`config.mk`:
```
export PLATFORM = sky130hd
export DESIGN_NAME = eacf_seq
export DESIGN_NICKNAME = d
export VERILOG_FILES = /design/src/sv/eacf_pkg.sv /design/src/sv/eacf_seq.sv
export SDC_FILE = /design/constraint.sdc
export NUM_CORES = 1
export LEC_CHECK = 0
export ABC_AREA = 0
export BUFFER_PORTS_ARGS = -buffer_cell sky130_fd_sc_hd__buf_2
export CAP_MARGIN = 40
export CORE_MARGIN = 1.5
export CORE_UTILIZATION = 49
export CTS_CLUSTER_DIAMETER = 200
export DETAILED_ROUTE_END_ITERATION = 8
export GPL_ROUTABILITY_DRIVEN = 0
export PLACE_DENSITY_LB_ADDON = 0.3
export SETUP_SLACK_MARGIN = 0.02
export SLEW_MARGIN = 15
export SYNTH_ARGS = -nofsm -noshare
export SYNTH_HDL_FRONTEND = slang
export SYNTH_SLANG_ARGS = --single-unit
```
`constraint.sdc`:
```
create_clock -name i_clk -period 4.2 [get_ports i_clk]
set_clock_uncertainty 0.2 [all_clocks]
set_input_delay 0 -clock i_clk [delete_from_list [all_inputs] [get_ports i_clk]]
set_output_delay 0 -clock i_clk [all_outputs]
set_load 0.05 [all_outputs]
```
`src/sv/eacf_pkg.sv`:
```
// Package for the edge-aware color fixup block: sizes, pixel and window types,
// opcodes, register indexes and the control word passed from the sequencer.
// No dependencies; all files but eacf_if and eacf_ram import it.
package eacf_pkg;

    // Largest row that the line buffers hold, and the edge magnitude width kept.
    localparam int MAX_WIDTH  = 1024;
    localparam int MAX_HEIGHT = 4096;
    localparam int MIN_DIM    = 3;
    localparam int EDGE_BITS  = 16;

    // Derived counter and address widths.
    localparam int COL_W  = $clog2(MAX_WIDTH);
    localparam int WCNT_W = $clog2(MAX_WIDTH + 1);
    localparam int PEND_W = $clog2(MAX_WIDTH + 3);
    localparam int ROW_W  = $clog2(MAX_HEIGHT);
    localparam int HCNT_W = $clog2(MAX_HEIGHT + 1);

    // Configuration port.
    localparam int W_REG_W    = 11;
    localparam int H_REG_W    = 13;
    localparam int CFG_IDX_W  = 2;
    localparam int CFG_DATA_W = H_REG_W;

    localparam logic [CFG_IDX_W-1:0] REG_IMAGE_WIDTH  = CFG_IDX_W'(0);
    localparam logic [CFG_IDX_W-1:0] REG_IMAGE_HEIGHT = CFG_IDX_W'(1);

    // Item opcodes.
    localparam logic OP_PIXEL = 1'b0;
    localparam logic OP_DRAIN = 1'b1;

    // Window coordinates: rows from oldest line to newest, columns from newest pixel.
    localparam int WROW_TOP = 0;
    localparam int WROW_MID = 1;
    localparam int WROW_BOT = 2;
    localparam int WCOL_NEW = 0;
    localparam int WCOL_CTR = 1;
    localparam int WCOL_OLD = 2;

    typedef struct packed {
        logic [7:0] r;
        logic [7:0] g;
        logic [7:0] b;
    } t_rgb;

    typedef struct packed {
        t_rgb                 c;
        logic [EDGE_BITS-1:0] e;
    } t_pix;

    localparam int PIX_W = $bits(t_pix);

    typedef t_pix [2:0][2:0] t_win;

    // Decision taken for an item when it is accepted.
    typedef struct packed {
        logic             pixel;
        logic             emit;
        logic             interior;
        logic             drain_win;
        logic             row_end;
        logic             frame_end;
        logic [COL_W-1:0] addr;
    } t_acc_info;

endpackage

```
`src/sv/eacf_seq.sv`:
```
// Accept-stage sequencer: configuration registers, write column, pending count
// and output position; decides for each item whether it releases a result.
// Depends on eacf_pkg.
module eacf_seq import eacf_pkg::*; (
    input  logic                  i_clk,
    input  logic                  i_rst_n,
    input  logic                  i_acc,
    input  logic                  i_opcode,
    input  logic                  i_cfg_we,
    input  logic [CFG_IDX_W-1:0]  i_cfg_idx,
    input  logic [CFG_DATA_W-1:0] i_cfg_data,
    output t_acc_info             o_info
);

    logic [WCNT_W-1:0] r_w, n_w;
    logic [HCNT_W-1:0] r_h, n_h;
    logic [COL_W-1:0]  r_in_col, n_in_col;
    logic [PEND_W-1:0] r_pend, n_pend;
    logic [COL_W-1:0]  r_out_col, n_out_col;
    logic [ROW_W-1:0]  r_out_row, n_out_row;

    logic               is_pix;
    logic               in_col_last;
    logic               col_last;
    logic               row_last;
    logic               border;
    logic               pend_full;
    logic               emit;
    logic [PEND_W:0]    back_sub;
    logic [COL_W-1:0]   drain_addr;
    logic [W_REG_W-1:0] cfg_w;
    logic [H_REG_W-1:0] cfg_h;
    logic [WCNT_W-1:0]  clamp_w;
    logic [HCNT_W-1:0]  clamp_h;
    logic               restart;

    // Clamp written dimensions to the supported range.
    always_comb begin
        cfg_w = i_cfg_data[W_REG_W-1:0];
        cfg_h = i_cfg_data[H_REG_W-1:0];
        if (cfg_w < W_REG_W'(MIN_DIM)) begin
            clamp_w = WCNT_W'(MIN_DIM);
        end else if (cfg_w > W_REG_W'(MAX_WIDTH)) begin
            clamp_w = WCNT_W'(MAX_WIDTH);
        end else begin
            clamp_w = WCNT_W'(cfg_w);
        end
        if (cfg_h < H_REG_W'(MIN_DIM)) begin
            clamp_h = HCNT_W'(MIN_DIM);
        end else if (cfg_h > H_REG_W'(MAX_HEIGHT)) begin
            clamp_h = HCNT_W'(MAX_HEIGHT);
        end else begin
            clamp_h = HCNT_W'(cfg_h);
        end
    end

    // Position of the oldest pending pixel and the release decision.
    always_comb begin
        is_pix      = (i_opcode == OP_PIXEL);
        in_col_last = (WCNT_W'(r_in_col) == WCNT_W'(r_w - WCNT_W'(1)));
        col_last    = (WCNT_W'(r_out_col) == WCNT_W'(r_w - WCNT_W'(1)));
        row_last    = (HCNT_W'(r_out_row) == HCNT_W'(r_h - HCNT_W'(1)));
        border      = (r_out_row == '0) || row_last || (r_out_col == '0) || col_last;
        // A full row plus one pixel is waiting: the oldest one is the window center.
        pend_full   = (r_pend > PEND_W'(r_w));
        emit        = is_pix ? pend_full : ((r_pend != '0) && border);
        // Drain address: column of the oldest pending pixel in the line buffers.
        back_sub    = (PEND_W+1)'(r_in_col) - (PEND_W+1)'(r_pend);
        if (back_sub[PEND_W]) begin
            drain_addr = COL_W'(back_sub + (PEND_W+1)'(r_w));
        end else begin
            drain_addr = COL_W'(back_sub);
        end
        o_info.pixel     = is_pix;
        o_info.emit      = emit;
        o_info.interior  = !border;
        o_info.drain_win = pend_full;
        o_info.row_end   = col_last;
        o_info.frame_end = col_last && row_last;
        o_info.addr      = is_pix ? r_in_col : drain_addr;
    end

    // Next state: a register write restarts the stream, items advance the counters.
    always_comb begin
        n_w       = r_w;
        n_h       = r_h;
        n_in_col  = r_in_col;
        n_pend    = r_pend;
        n_out_col = r_out_col;
        n_out_row = r_out_row;
        restart   = 1'b0;
        if (i_cfg_we) begin
            unique case (i_cfg_idx)
                REG_IMAGE_WIDTH: begin
                    n_w     = clamp_w;
                    restart = 1'b1;
                end
                REG_IMAGE_HEIGHT: begin
                    n_h     = clamp_h;
                    restart = 1'b1;
                end
                default: begin
                    restart = 1'b0;
                end
            endcase
        end else if (i_acc) begin
            if (is_pix) begin
                n_in_col = in_col_last ? '0 : COL_W'(r_in_col + 1'b1);
                n_pend   = emit ? r_pend : PEND_W'(r_pend + 1'b1);
            end else begin
                n_pend   = emit ? PEND_W'(r_pend - 1'b1) : r_pend;
            end
            if (emit) begin
                if (col_last) begin
                    n_out_col = '0;
                    n_out_row = row_last ? '0 : ROW_W'(r_out_row + 1'b1);
                end else begin
                    n_out_col = COL_W'(r_out_col + 1'b1);
                end
            end
        end
        if (restart) begin
            n_in_col  = '0;
            n_pend    = '0;
            n_out_col = '0;
            n_out_row = '0;
        end
    end

    always_ff @(posedge i_clk) begin
        if (!i_rst_n) begin
            r_w       <= WCNT_W'(640);
            r_h       <= HCNT_W'(480);
            r_in_col  <= '0;
            r_pend    <= '0;
            r_out_col <= '0;
            r_out_row <= '0;
        end else begin
            r_w       <= n_w;
            r_h       <= n_h;
            r_in_col  <= n_in_col;
            r_pend    <= n_pend;
            r_out_col <= n_out_col;
            r_out_row <= n_out_row;
        end
    end

endmodule

```
Yosys cells after proc, flatten, opt, wreduce, memory -nomap -nowiden
Index checks and enable logic that the tools add are counted.
Word-level totals
  bits of input ports: 20
  bits in registers: 67
Operators by class
  multiplexer cells: 15
  magnitude comparators: 5
  $add $sub $neg: 9
  bitwise operators: 3
  reduce and logical (&&, ||, !) cells: 18
  equal/unequal tests: 6
Operators with widths (number)
  $mux 11: 5
  $mux 10: 4
  $mux 13: 2
  $eq 10x11->1: 2
  $sub 11x1->11 const B: 2
  $add 10x1->10 const B: 2
  $eq 12x13->1: 1
  $gt 13x13->1 const B: 1
  $lt 13x2->1 const B: 1
  $sub 13x1->13 const B: 1
  $add 12x1->12 const B: 1
  $logic_not 12->1: 1
  $mux 12: 1
  $sub 10x11->12: 1
  $add 11x1->11 const B: 1
  $gt 11x11->1: 1
  $gt 11x11->1 const B: 1
  $lt 11x2->1 const B: 1
  $reduce_bool 11->1: 1
  $add 10x10->10: 1
  $logic_not 10->1: 1
  $reduce_and 4->1: 2
  $reduce_and 3->1: 2
  $reduce_and 2->1: 2
  10 further kinds: 18

Depth between registers and ports, before layout
Gate-level depths: netlist of the first run.
  depth after elaboration: 9
  mapped depth: 18

Worst setup path before layout of the first run
No wires, ideal clock.
  path kind: flip-flop to output port
  from: register r_in_col[0]
  to: output port o_info[9] in the netlist's numbering
  arrival: 3.676 ns
  setup slack: 0.324 ns
  stages on the path, launching flop included: 18
  cells stage by stage: dfxtp_1 inv_1 ha_1 inv_1 fa_1 a21o_1 a21oi_1 nor2b_1 o21a_1 nor2_1 xnor2_1 ha_1 nand2_1 o21ai_0 mux2i_1 o21ai_0 xnor2_1 a21oi_1
RTL lines
  start, declared: RTL line eacf_seq.sv:17  | logic [COL_W-1:0] r_in_col, n_in_col;
  start signal, assigned: RTL line eacf_seq.sv:141  | r_in_col <= n_in_col;
  end, declared: RTL line eacf_seq.sv:12  | output t_acc_info o_info

==> results of run 1 <==
## power groups by stage
stage | clock network [mW] | registers, mW | logic, mW
finish | 0.938 | 0.667 | 0.525
global route | 0.980 | 0.669 | 0.571
CTS | 0.944 | 0.667 | 0.510
detailed placement | 0 | 0.681 | 0.492
global placement | 0 | 0.680 | 0.476
floorplan | 0 | 0.674 | 0.395
## flip-flops by register name, summed over array words and instances (netlist names)
| signal | count |
|---|---|
| r_out_row | 12 |
| r_in_col | 10 |
| r_out_col | 10 |
| r_pend | 11 |
| r_w | 11 |
| r_h | 13 |
## final cells by class
type	count	area share, %
repair buffers	68	7.12
well taps	143	2.69
multi-input cells	594	61.9
clock buffers	10	3.45
clock inverters	6	2.07
flip-flops and latches	67	20.2
inverters	46	2.60
## cell usage in the layout (no fill, tap or decap), drive strengths merged, types with 11 or more instances in the layout
master,n
a21oi,52
buf,49
dfxtp,67
dlygate4sd3,19
ha,46
inv,45
mux2i,22
nand2,41
nand2b,11
nand3,27
nand4,17
nor2,80
nor2b,28
nor3,15
nor4,14
o21ai,34
or3,14
xnor2,43
xor2,32
## logic make-up (layout without fill, tap and decap cells)
kind of cell | count (synthesis) | count (layout) | share of synthesized area, %
DFF | 67 | 67 | 23.1
xor gates and xnor gates | 76 | 76 | 11.7
adders and majority gates | 49 | 49 | 11.0
muxes | 23 | 23 | 4.27
buffers and inverters | 84 | 130 | 6.22
AOI/OAI and AO/OA | 152 | 152 | 16.4
and+or+nand+nor | 294 | 294 | 27.3
## worst reg2reg max path: cells and delay by family, from the launching register on
kind / cells / cell delay (ps)
flops: 1 / 340
buf+inv: 1 / 90
simple gates: 3 / 820
fa+ha+maj: 1 / 350
compound gates: 5 / 1600
## worst min path at each step
stage	from	to	slack [ps]	cells past startpoint
5_1_grt	i_cfg_idx[0]	r_w[9]$_SDFFE_PN1P_	110	4
3_5_place_dp	i_cfg_data[8]	r_h[8]$_SDFFE_PN1P_	70	3
3_3_place_gp	i_cfg_data[8]	r_h[8]$_SDFFE_PN1P_	60	3
4_1_cts	i_cfg_idx[0]	r_w[2]$_SDFFE_PN0P_	80	4
2_1_floorplan	i_cfg_data[5]	r_h[5]$_SDFFE_PN1P_	-80	2
6_report	i_cfg_idx[0]	r_w[9]$_SDFFE_PN1P_	80	3
## cell usage after synthesis, types with 3 or more instances
cell,number,share of area [%]
a21o_1,10,1.3
a21oi_1,52,4.5
a22oi_1,8,1.0
a31oi_1,10,1.1
and2_1,6,0.65
and3_1,8,0.86
and4_1,3,0.45
buf_2,6,0.52
buf_4,5,0.65
clkbuf_1,25,1.6
dfxtp_1,67,23
fa_1,3,1.0
ha_1,46,9.9
inv_1,45,2.9
mux2i_1,21,3.6
nand2_1,40,2.6
nand2b_1,11,1.2
nand3_1,27,2.3
nand4_1,17,1.8
nor2_1,80,5.2
nor2b_1,28,3.0
nor3_1,14,1.2
nor3b_1,5,0.65
nor4_1,12,1.3
nor4b_1,5,0.76
o211ai_1,4,0.52
o21a_1,3,0.39
o21ai_0,32,2.8
o21bai_1,4,0.52
o311ai_0,3,0.45
or2_2,5,0.54
or3_1,10,1.1
or3_2,4,0.52
or4_1,6,0.78
xnor2_1,43,6.5
xor2_1,32,4.8
## layer usage
metal / up-vias / track usage (%) / wire (um)
met4: 0 / 10.4 / 465
met1: 2596 / 32.4 / 6790
li1: 2717 / - / -
met3: 44 / 5.33 / 1040
met2: 198 / 42.9 / 7400
met5: - / 0 / 0
## repair_timing
item,4_1_cts,5_1_grt
resized for setup,1,12
endpoints found under the hold margin,24,0
hold buffers,19,0
pin swaps,0,0
setup endpoints to repair,1,2
## metrics by stage
step                      total power [mW]  area [um2]
after detailed placement              1.17        6070
after global routing                  2.22        6650
after CTS                             2.12        6630
final                                 2.13        6650
after floorplan                       1.07        5800
after global placement                1.16        6070
==> qor.csv, run 1 <==
metric;value;unit
Final Non-Filler Cells;934;
Root Buffer;clkbuf_16;
post-CTS setup buffer count;0;
Core Util, Final;58.0;%
register bit count reported by yosys;67;
Leak;2.76;nW
Post-synth EDFFs;0;
Worst path slowest cell;fa_1;
Post-Syn Area per Cell;7.78;um2
logic gate share of total power;24.7;%
hold slack;79.2;ps
Core ar.;11500;um2
Area Overhead vs Synth;14.7;%
post-synth net total;814;
crit path cell chain;inv_1 -> ha_1 -> inv_1 -> fa_1 -> a21o_1 -> a21oi_2 -> nor2b_1 -> o21a_1 -> nor2_1 -> xnor2_1 -> ha_1 -> a21oi_1 -> o21ai_2 -> mux2i_1 -> o21ai_1 -> xnor2_1 -> a21oi_1 -> buf_4;
GRT overflow;0;
CTS sink count;67;
Cells after Synth;745;
area occupied by multi-input gates;4110;um2
first-pass GRT wire length;26100;um
end of the critical path;o_info[9];
Via density;5.95;
Initial DRT Pass Iterations;6;
Arr. time, crit path;3710;ps
slew margin rel.;47.2;%
vias in the first global route;5452;
DR iter-0 viols;425;
Worst Path Max Fanout;6;
kind of critical path;flop to output pin;
worst reg2reg endpoint;r_out_col[4]$_SDFFE_PP0P_;
Crit. Startpoint;r_in_col[0]$_SDFFE_PP0P_;
initial cell density of the core;50.6;%
Ports;36;
DIE AREA;12500;um2
Via Count;5555;
Clk pin slew, worst setup/hold paths;60;ps
Netlist cell types;71;
Psw;0.630;mW
register share of total power;31.3;%
Total GRT Usage;25.7;%
Slew Viols, Final;0;
number of antenna diodes;0;
required time of the critical path;4000;ps
worst vdd ir;0.000190;V
Int Pwr;1.50;mW
row count;39;
die span in x;112;um
initial antenna violation count;0;
Synth Flop Type;dfxtp_1;
ANT nets after route;0;
Sw Ratio;29.6;%
layout cells sized above 1;11.5;%
Final min period;3910;ps
Synth Cell Area;5800;um2
final wirelength;15700;um
CP top delay family;compound AO/OA/AOI/OAI gates;
Least-Margin Pin Slew;785;ps
clock network power share;44.0;%
fillcell total;1018;
slowest stage delay, CP;400;ps
Wirelength per Cell;16.8;um
WP depth;18;
DP Cell Count;899;
largest net degree at the start of global routing;33;
# port buffers;35;
CTS tree;done;
ys async rst share;0;%
worst reg2reg path depth;10;
final hold violations;0;
DRC viols;0;
H-tree depth;3;
PD cells;321;nW/um2
Worst Slack Setup Final;285;ps
Critical R2R Launch;r_w[1]$_SDFFE_PN0P_;
clock buffer depth;2;
Die Height;112;um
DP HPWL;11500;um
r2r setup slk;720;ps
Setup TNS Final;0;ps
period utilization;93.2;%
Num CTS Buffers;9;
Max Freq;255;MHz
pre-CTS setup slack;339;ps
worst skew pair latency;340;ps
RSZ-0062 raised after global routing;false;
Crit. End Element;output pin;
status;finished, final reports clean;
fin nets;855;
Sequential Area;1340;um2
critical path launch point type;flop;
HP Class;primary input to flop;
Synth Warn #;0;
Max Cap Viol;0;
final setup vio count;0;
Seq/Total Area, Yosys;23.1;%
Buf+Inv Stages, Crit Path;3;
Note: power is estimated with default switching activity, not from simulation.
==> run 2: changes to the inputs <==
--- a/config.mk
+++ b/config.mk
@@ -9,7 +9,7 @@
 export BUFFER_PORTS_ARGS = -buffer_cell sky130_fd_sc_hd__buf_2
 export CAP_MARGIN = 40
 export CORE_MARGIN = 1.5
-export CORE_UTILIZATION = 49
+export CORE_UTILIZATION = 55
 export CTS_CLUSTER_DIAMETER = 200
 export DETAILED_ROUTE_END_ITERATION = 8
 export GPL_ROUTABILITY_DRIVEN = 0
==> run 2 against run 1 <==
  * Cell area fell by 2.9%
  * Sequential share of layout area rose by 0.61 points
  * Register-to-register slack got worse by 140 ps
  * Sequential power barely moved
  * Wire length fell by 1.0%
  * First-iteration DRC count rose by 2.6%
  * Core utilization rose by 4.8 points
  * Flip-flop and latch count did not move
  * Fmax fell by 1.9%
  * Critical endpoint unchanged
  * Largest cell class unchanged
==> qor.csv, run 2 (same netlist as run 1, synthesis figures left out) <==
metric;value;unit
most frequent cells in the layout;nor2_1, dfxtp_1, a21oi_1, ha_1, inv_1;
Num CTS Buffers;9;
final setup vio count;0;
largest net degree at the start of global routing;34;
pre-CTS setup slack;374;ps
DR iter-0 viols;436;
post-CTS setup buffer count;0;
Sw Ratio;36.2;%
worst vdd ir;0.000174;V
DRC viols;0;
DIE AREA;11200;um2
Ports;36;
row count;37;
Sequential Area;1340;um2
RSZ-0062 raised after global routing;false;
critical path launch point type;flop;
layout cells sized above 1;11.1;%
worst hold stages;4;
ANT nets after route;0;
HP Class;primary input to flop;
Die Height;106;um
Worst Slack Setup Final;210;ps
fin nets;855;
Initial DRT Pass Iterations;6;
Total GRT Usage;28.6;%
CTS tree;done;
Psw;0.619;mW
Top Registers;r_h: 13 flops, r_out_row: 12 flops;
Via density;6.03;
GRT overflow;0;
max FFs per register;13;
register share of total power;39.1;%
final hold violations;0;
Int Pwr;1.09;mW
Final min period;3990;ps
Biggest register;r_h;
Area Overhead vs Synth;11.3;%
Least-Margin Pin Slew;826;ps
Root Buffer;clkbuf_8;
logic gate share of total power;30.4;%
worst reg2reg endpoint;r_out_col[3]$_SDFFE_PP0P_;
DP HPWL;11600;um
Setup TNS Final;0;ps
Critical R2R Launch;r_w[3]$_SDFFE_PN0P_;
final wirelength;15500;um
Max Cap Viol;0;
first-pass GRT wire length;25700;um
clock buffer depth;2;
Crit. End Element;output pin;
PD cells;265;nW/um2
Crit. Startpoint;r_in_col[0]$_SDFFE_PP0P_;
period utilization;95.0;%
initial cell density of the core;56.4;%
Via Count;5594;
# port buffers;35;
die span in x;106;um
kind of critical path;flop to output pin;
end of the critical path;o_info[9];
Max Freq;251;MHz
clock network power share;30.5;%
Core ar.;10300;um2
vias in the first global route;5352;
Worst Path Max Fanout;6;
Wirelength per Cell;16.8;um
r2r setup slk;580;ps
worst reg2reg path depth;11;
area occupied by multi-input gates;4110;um2
required time of the critical path;4000;ps
CTS sink count;67;
Arr. time, crit path;3790;ps
initial antenna violation count;0;
slew margin rel.;44.4;%
leading cell type in the layout, fill and taps excluded;nor2_1;
fillcell total;897;
Leak;2.67;nW
worst skew pair latency;370;ps
Clk pin slew, worst setup/hold paths;80;ps
number of antenna diodes;0;
status;finished, final reports clean;
H-tree depth;3;
Slew Viols, Final;0;
run 2: changes by cell type in the layout (fill, tap and decap cells not counted), sizes merged:
cell / delta
bufinv: -4
inv: +3
buf: -2
dlygate4sd3: +2
clkinvlp: +1
run 2: worst min-delay path by stage:
| stage | startpoint | to |
|---|---|---|
| floorplan | i_cfg_data[5] | r_h[5]$_SDFFE_PN1P_ |
| global placement | i_cfg_data[8] | r_h[8]$_SDFFE_PN1P_ |
| detailed placement | i_cfg_data[8] | r_h[8]$_SDFFE_PN1P_ |
| CTS | i_cfg_idx[0] | r_w[7]$_SDFFE_PN1P_ |
| global route | i_cfg_idx[0] | r_w[7]$_SDFFE_PN1P_ |
| finish | i_cfg_idx[0] | r_w[7]$_SDFFE_PN1P_ |
run 2: routing by layer:
layer	track usage [%]	up-vias	wire length (um)
met4	15.7	0	617
met3	3.46	48	1010
met2	49.2	239	7460
li1	-	2729	-
met5	0	-	0
met1	34.6	2578	6450
run 2: worst max-delay path: stages, from the launching register on:
cell     delay [ps]
dfxtp_1         390
inv_1            80
ha_1            160
inv_1            60
fa_1            390
a21o_1          190
a21oi_2         180
nor2b_1          60
o21a_1          180
nor2_1          110
xnor2_1         100
ha_1            360
nand2_1          90
o21ai_2         190
mux2i_1         230
o21ai_0         130
xnor2_1         140
a21oi_1         150
buf_4           210
run 2: what timing repair did:
item / in CTS / in global routing
hold endpoints to repair: 24 / 0
pin swaps: 0 / 0
hold buffers: 21 / 0
setup endpoints to repair: 1 / 2
resized for setup: 1 / 9
run 2: area by class of cell:
class / instances / share of cell area (%)
Multi-Input combinational cell: 594 / 63.6
Sequential cell: 67 / 20.8
Timing Repair Buffer: 68 / 7.41
Inverter: 46 / 2.68
Tap cell: 136 / 2.64
Clock buffer: 10 / 2.13
Clock inverter: 6 / 0.737
run 2: power by group through the flow:
stage	combinational [mW]	sequential, mW	clock [mW]
finish	0.521	0.670	0.522
CTS	0.510	0.669	0.530
global placement	0.477	0.683	0
detailed placement	0.493	0.684	0
floorplan	0.395	0.674	0
global route	0.565	0.671	0.551
run 2: stage by stage:
| stage | hold WS [ps] | utilization [%] | cells | power [mW] | instance area [um2] |
|---|---|---|---|---|---|
| finish | 29.0 | 62.8 | 927 | 1.71 | 6450 |
| global route | 75.2 | 62.8 | 927 | 1.79 | 6450 |
| CTS | 16.6 | 62.7 | 927 | 1.71 | 6440 |
| detailed placement | 49.9 | 58.8 | 890 | 1.18 | 6040 |
| global placement | 51.4 | 58.8 | 890 | 1.16 | 6040 |
| floorplan | -76.0 | - | 745 | 1.07 | 5800 |
